File: src/rtl/odsc_ram.sv
// ----------------------------------------------------------------------------
// odsc_ram
// Generic simple dual-port RAM, one write port, one registered read port.
// ----------------------------------------------------------------------------
module odsc_ram #(
    parameter int P_WIDTH = 8,
    parameter int P_DEPTH = 16
) (
    input  logic                       i_clk,
    input  logic                       i_we,
    input  logic [$clog2(P_DEPTH)-1:0] i_waddr,
    input  logic [P_WIDTH-1:0]         i_wdata,
    input  logic [$clog2(P_DEPTH)-1:0] i_raddr,
    output logic [P_WIDTH-1:0]         o_rdata
);

    logic [P_WIDTH-1:0] r_mem [P_DEPTH];
    logic [P_WIDTH-1:0] r_rdata;

    always_ff @(posedge i_clk) begin
        if (i_we) begin
            r_mem[i_waddr] <= i_wdata;
        end
        r_rdata <= r_mem[i_raddr];
    end

    assign o_rdata = r_rdata;

endmodule

File: config.mk
export PLATFORM = sky130hd
export DESIGN_NAME = odsc_ram
export DESIGN_NICKNAME = d
export VERILOG_FILES = /design/src/rtl/odsc_ram.sv
export SDC_FILE = /design/constraint.sdc
export NUM_CORES = 1
export LEC_CHECK = 0
export ABC_CLOCK_PERIOD_IN_PS = 4200
export BUFFER_PORTS_ARGS = -buffer_cell sky130_fd_sc_hd__buf_4
export CORE_MARGIN = 2
export CORE_UTILIZATION = 62
export DETAILED_ROUTE_END_ITERATION = 7
export PLACE_DENSITY = 0.85
export REMOVE_ABC_BUFFERS = 1
export SYNTH_ARGS = -nofsm -noshare
export SYNTH_HDL_FRONTEND = slang
export SYNTH_SLANG_ARGS = --single-unit
File: constraint.sdc
create_clock -name i_clk -period 4.2 [get_ports i_clk]
set_input_delay 0.63 -clock i_clk [delete_from_list [all_inputs] [get_ports i_clk]]
set_output_delay 0.63 -clock i_clk [all_outputs]
set_load 0.05 [all_outputs]
==> flow_summary.json, run 1 <==
{
  "status": "complete, no violations",
  "dr_total_vias": 2402,
  "fp.dieH_um": 95.1,
  "max_stage_delay_on_crit_path_ns": 0.88,
  "via_count_of_the_first_global_routing_pass": 2389,
  "final-max-slew-violation-count": 0,
  "layout.nets": 284,
  "met1_usage": 0.326,
  "required_ns": 4.32,
  "core_region_area_mm2": 0.00813,
  "synthCells": 229,
  "crit_path_cell_chain": "buf_4, or3b_2, nor3_1",
  "grt_antenna_before_repair": 0,
  "worst_slew_margin_rel": 0.240,
  "hold_path.class": "in -> reg",
  "groute.usage.overall": 0.233,
  "post_drt_wl_per_cell_um": 24.5,
  "global_route.peak_usage_layer": "met2",
  "p_per_area_mw_per_mm2": 510,
  "cts.sink_count": 136,
  "hold_viol": 0,
  "cts_post_setup_buffers_inserted": 0,
  "vdd.ir_drop.worst_mv": 0.408,
  "clk-insertion-delay-late_ns": 0.51,
  "max-cap-violations": 0,
  "worst_path_dominant_cell_family": "simple AND/OR/NAND/NOR gates",
  "timing.critical_path.buf_inv": 1,
  "die_area_mm2": 0.00905,
  "globalplace.congestion": 0.742,
  "ios": 26,
  "regToRegSetupSlack_ns": 2.86,
  "yosys_register_bits": 136,
  "setup_viol_count_final": 0,
  "placement_rows": 33,
  "grt_max_degree": 33,
  "data_arrival_time_of_the_critical_path_ns": 2.14,
  "critical_path_class": "in -> reg",
  "netlist-cell-type-count": 19,
  "p_leak_uw": 0.00198,
  "io_buffers": 25,
  "skew_ns": 0.00667,
  "synthFlopType": "edfxtp_1",
  "timing.fmax_ghz": 0.495,
  "drt-pass1-iter-count": 4,
  "worstSetupEndpointType": "flip-flop",
  "worst-slew-pin-transition_ns": 1.13,
  "post-route-cell-area_mm2": 0.00594,
  "ys_warn_count": 0,
  "finalWorstPathRequiredPeriod_ns": 2.02,
  "grt.met3_usage": 0.0767,
  "dp_hpwl_mm": 5.38,
  "postPlaceCellArea_mm2": 0.00540,
  "route.detailed.vias_per_inst": 6.27,
  "clkSlewWorstSetupHoldPaths_ns": 0.06,
  "num_antenna_cells": 0,
  "wirelength_mm": 9.37,
  "yosysSeqAreaShare": 0.778,
  "drive_above_1_share": 0.255,
  "initial_utilization": 0.633,
  "synthesis.area_per_instance_um2": 22.5,
  "grt_use_met2": 0.355,
  "tritoncts_clock_tree": "yes",
  "setup_repair_after_global_routing_missed_its_margin": "no",
  "drt_first_iter_violations": 148,
  "cts.htree.levels": 4,
  "async_reset_ff_frac": 0,
  "drtAntennaViolNets": 0,
  "grt_remaining_overflow": 0,
  "grt_pass1_wl_mm": 14.1,
  "cts_hold_buffers": 0,
  "crit_path_max_fanout": 8,
  "area.growth.synth_to_final_pct": 15.3,
  "timing.critical_path.slowest_stage_cell": "nor3_1",
  "drc": 0,
  "numCtsBuffers": 17,
  "critPathLaunchType": "primary input",
  "synth.cell_area_mm2": 0.00515,
  "cts.path.max_buffers": 2,
  "layout_worst_path_cycle_share": 0.481,
  "synth_edf_count": 128,
  "cts.repair.resized": 0,
  "fp.dieW_um": 95.1,
  "cts-root-buf": "clkbuf_8",
  "total_negative_slack_for_setup_checks_ns": 0
}
-- worst register-to-register path: stages, from the launching register on --
cell      delay, ns
edfxtp_1       0.36
mux4_1         0.54
a22oi_1        0.25
nand2_1        0.08
-- per-layer routing --
metal / vias up / part of all wire
met3: 6 / 0.064
met2: 95 / 0.52
met1: 1252 / 0.42
li1: 1049 / -
met5: - / 0
met4: 0 / 0.0030
-- cell families (layout without fill, tap and decap cells) --
kind of cell           after synthesis  in the layout  share of synthesized area
buffers and inverters               10             59                     0.0168
DFF                                136            136                      0.778
AOI/OAI and AO/OA                   16             16                     0.0233
and+or+nand+nor                     35             35                     0.0318
muxes                               32             32                      0.150
-- cells in the final DEF, fill, tap and decap left out --
master / n
clkinv_4: 1
mux4_1: 14
clkinvlp_4: 2
nor3_1: 4
nand3b_1: 2
clkinv_2: 2
clkbuf_8: 1
and2b_1: 1
clkbuf_16: 16
nor2_1: 13
nand2_1: 9
a22oi_1: 16
nand3_1: 1
nand2b_1: 2
nor2b_1: 1
clkinv_1: 3
edfxtp_1: 128
or3b_2: 1
and2_1: 1
clkbuf_1: 4
dfxtp_1: 8
buf_4: 28
mux4_2: 18
bufinv_16: 2
-- final timing paths --
kind | cells past startpoint | to | from
min | 1 | r_mem[10][0] | i_wdata[0]
max reg2reg | 3 | o_rdata[2] | r_mem[1][2]
max | 3 | r_mem[0][4] | i_waddr[2]
min reg2reg | 3 | o_rdata[2] | r_mem[14][2]
-- cells in the mapped netlist, drive strengths merged, types with 2 or more instances --
| master | n | area (um2) |
|---|---|---|
| dfxtp | 8 | 160 |
| nor3 | 4 | 20.0 |
| nand2 | 9 | 33.8 |
| buf | 7 | 56.3 |
| edfxtp | 128 | 3840 |
| mux4 | 32 | 773 |
| nor2 | 13 | 48.8 |
| nand3b | 2 | 15.0 |
| nand2b | 2 | 12.5 |
| clkdlybuf4s25 | 3 | 30.0 |
| a22oi | 16 | 120 |
-- power by group --
group	switching, uW	internal [uW]	total (uW)
Clock	497	832	1330
Sequential	10.1	1520	1530
Combinational	106	64.3	171
-- layout make-up --
cell class / count / area [um2]
flip-flops and latches: 136 / 4000
fillers: 460 / 2200
multi-input cells: 83 / 1060
clock buffers: 21 / 429
repair buffers: 28 / 210
well taps: 105 / 131
clock inverters: 10 / 105
-- stage by stage --
stage                     cells  power [uW]  worst slack, ns  hold slack (ns)   util
after floorplan             219        1640             2.08            0.629      -
after global placement      352        1720             1.74            0.648  0.664
after detailed placement    352        1730             1.63            0.671  0.664
after CTS                   383        3050             2.18            0.397  0.730
after global routing        383        3120             2.05            0.400  0.730
final                       383        3030             2.18            0.425  0.730
-- sequential cells by signal (all words and copies together) (netlist names) --
name,count
o_rdata,8
r_mem,128
Power figures use the tool's default switching activity.
==> inputs of run 2 (changes only) <==
--- a/config.mk
+++ b/config.mk
@@ -5,12 +5,12 @@
 export SDC_FILE = /design/constraint.sdc
 export NUM_CORES = 1
 export LEC_CHECK = 0
-export ABC_CLOCK_PERIOD_IN_PS = 4200
+export ABC_CLOCK_PERIOD_IN_PS = 1700
 export BUFFER_PORTS_ARGS = -buffer_cell sky130_fd_sc_hd__buf_4
 export CORE_MARGIN = 2
-export CORE_UTILIZATION = 62
+export CORE_UTILIZATION = 54
 export DETAILED_ROUTE_END_ITERATION = 7
-export PLACE_DENSITY = 0.85
+export PLACE_DENSITY = 0.78
 export REMOVE_ABC_BUFFERS = 1
 export SYNTH_ARGS = -nofsm -noshare
 export SYNTH_HDL_FRONTEND = slang
==> constraint.sdc (replaced) <==
create_clock -name i_clk -period 1.7 [get_ports i_clk]
set_input_delay 0.255 -clock i_clk [delete_from_list [all_inputs] [get_ports i_clk]]
set_output_delay 0.255 -clock i_clk [all_outputs]
set_load 0.05 [all_outputs]
==> run 2 against run 1 <==
Total power rose to 2.6 times the previous value. First-iteration DRC count rose by 46%. Critical path depth did not move. Clock power rose to 2.8 times the previous value. Sequential share of layout area fell by 3.7 points. Sequential power rose by 150%. Non-clock buffer count rose by 29. Worst hold slack got worse by 0.37 ns. Core utilization fell by 5.0 points. Via count rose by 6.0%. Sequential cell count did not move. Critical path type is now reg -> reg. Largest cell class unchanged. Largest power group unchanged.
==> flow_summary.json, run 2 (same netlist as run 1, synthesis figures left out) <==
{
  "tritoncts_clock_tree": "yes",
  "cts.repair.resized": 0,
  "max-cap-violations": 0,
  "data_arrival_time_of_the_critical_path_ns": 1.79,
  "final-max-slew-violation-count": 0,
  "fill_cells": 568,
  "worst_slew_margin_rel": 0.726,
  "crit_path_max_fanout": 1,
  "layout_worst_path_cycle_share": 0.823,
  "clk-insertion-delay-late_ns": 0.51,
  "postPlaceCellArea_mm2": 0.00566,
  "clkSlewWorstSetupHoldPaths_ns": 0.06,
  "drt-pass1-iter-count": 4,
  "placement_rows": 35,
  "cts_hold_buffers": 0,
  "multi_input_area_mm2": 0.00106,
  "grt_pass1_wl_mm": 15.2,
  "max_stage_delay_on_crit_path_ns": 0.55,
  "critical_path_class": "reg -> reg",
  "layout.nets": 313,
  "skew_ns": 0.00536,
  "drc": 0,
  "setup_viol_count_final": 0,
  "initial_utilization": 0.557,
  "worst-slew-pin-transition_ns": 0.412,
  "required_ns": 2.09,
  "worst_path_dominant_cell_family": "multiplexers",
  "hold_viol": 0,
  "largest_register": "r_mem",
  "timing.critical_path.slowest_stage_cell": "mux4_1",
  "num_antenna_cells": 0,
  "die_area_mm2": 0.0103,
  "groute.usage.overall": 0.214,
  "globalplace.congestion": 0.847,
  "layout_commonest_cell": "edfxtp_1",
  "status": "complete, no violations",
  "p_per_area_mw_per_mm2": 1270,
  "hold_path.class": "in -> reg",
  "fp.dieW_um": 102,
  "setup_repair_after_global_routing_missed_its_margin": "no",
  "finalWorstPathRequiredPeriod_ns": 1.40,
  "drt_first_iter_violations": 216,
  "post-route-cell-area_mm2": 0.00628,
  "worstSetupEndpointType": "flip-flop",
  "cts.path.max_buffers": 2,
  "drive_above_1_share": 0.347,
  "timing.fmax_ghz": 0.715,
  "grt_max_degree": 17,
  "post_drt_wl_per_cell_um": 22.6,
  "grt_antenna_before_repair": 0,
  "area.growth.synth_to_final_pct": 22.0,
  "critPathLaunchType": "flip-flop",
  "ios": 26,
  "cts_post_setup_buffers_inserted": 0,
  "via_count_of_the_first_global_routing_pass": 2588,
  "cts-root-buf": "clkbuf_8",
  "grt_remaining_overflow": 0,
  "layout.cells.most_common_list": "128 x edfxtp_1, 56 x buf_4, 18 x mux4_2",
  "wirelength_mm": 9.86,
  "dp_hpwl_mm": 6.38,
  "vdd.ir_drop.worst_mv": 0.670,
  "numCtsBuffers": 17,
  "p_leak_uw": 0.00218,
  "core_region_area_mm2": 0.00924,
  "cts.htree.levels": 4,
  "design_power_total_uw": 7970,
  "route.detailed.vias_per_inst": 5.83,
  "dr_total_vias": 2547,
  "area.sequential_mm2": 0.00400,
  "timing.critical_path.buf_inv": 0,
  "crit_path_cell_chain": "mux4_1, a22oi_1, nand2_1",
  "drtAntennaViolNets": 0,
  "io_buffers": 25,
  "fp.dieH_um": 102,
  "total_negative_slack_for_setup_checks_ns": 0,
  "largest_register_ff_count": 128,
  "cts.sink_count": 136
}
[run 2: power by group]
group / leakage [uW] / internal (uW) / switching (uW)
registers: 0.00122 / 3750 / 26.0
logic: 0.000663 / 185 / 268
clock network: 0.000288 / 2390 / 1350
total: 0.00218 / 6330 / 1650
[run 2: metal layers]
layer  vias up  GRT usage  share of wire
met4         0     0.0634          0.011
met1      1312      0.301           0.43
met3        12     0.0524          0.073
li1       1106          -              -
met2       117      0.340           0.49
met5         -          0              0
[run 2: layout make-up]
cell class                 instances  share of cell area
clock buffer                      18              0.0665
clock inverter                    14              0.0317
multi-input combinational         83               0.168
sequential                       136               0.638
tap                              129              0.0257
timing repair buffer              57              0.0701
[run 2: through the flow]
stage / hold WS, ns / instances / setup WS (ns) / utilization
6_report: 0.0519 / 437 / 0.301 / 0.680
4_1_cts: 0.0426 / 437 / 0.283 / 0.680
3_5_place_dp: 0.578 / 405 / 0.000316 / 0.613
2_1_floorplan: 0.354 / 219 / -0.0479 / -
5_1_grt: 0.0523 / 437 / 0.233 / 0.680
3_3_place_gp: 0.561 / 405 / 0.0145 / 0.613
[run 2: worst paths after layout]
check	startpoint	to	slack [ns]	cells past startpoint
worst min-delay path	i_wdata[2]	r_mem[12][2]	0.05	1
worst min register to register	r_mem[15][1]	o_rdata[1]	0.67	3
worst max-delay path	r_mem[1][1]	o_rdata[1]	0.30	3
worst max register to register	r_mem[1][1]	o_rdata[1]	0.30	3
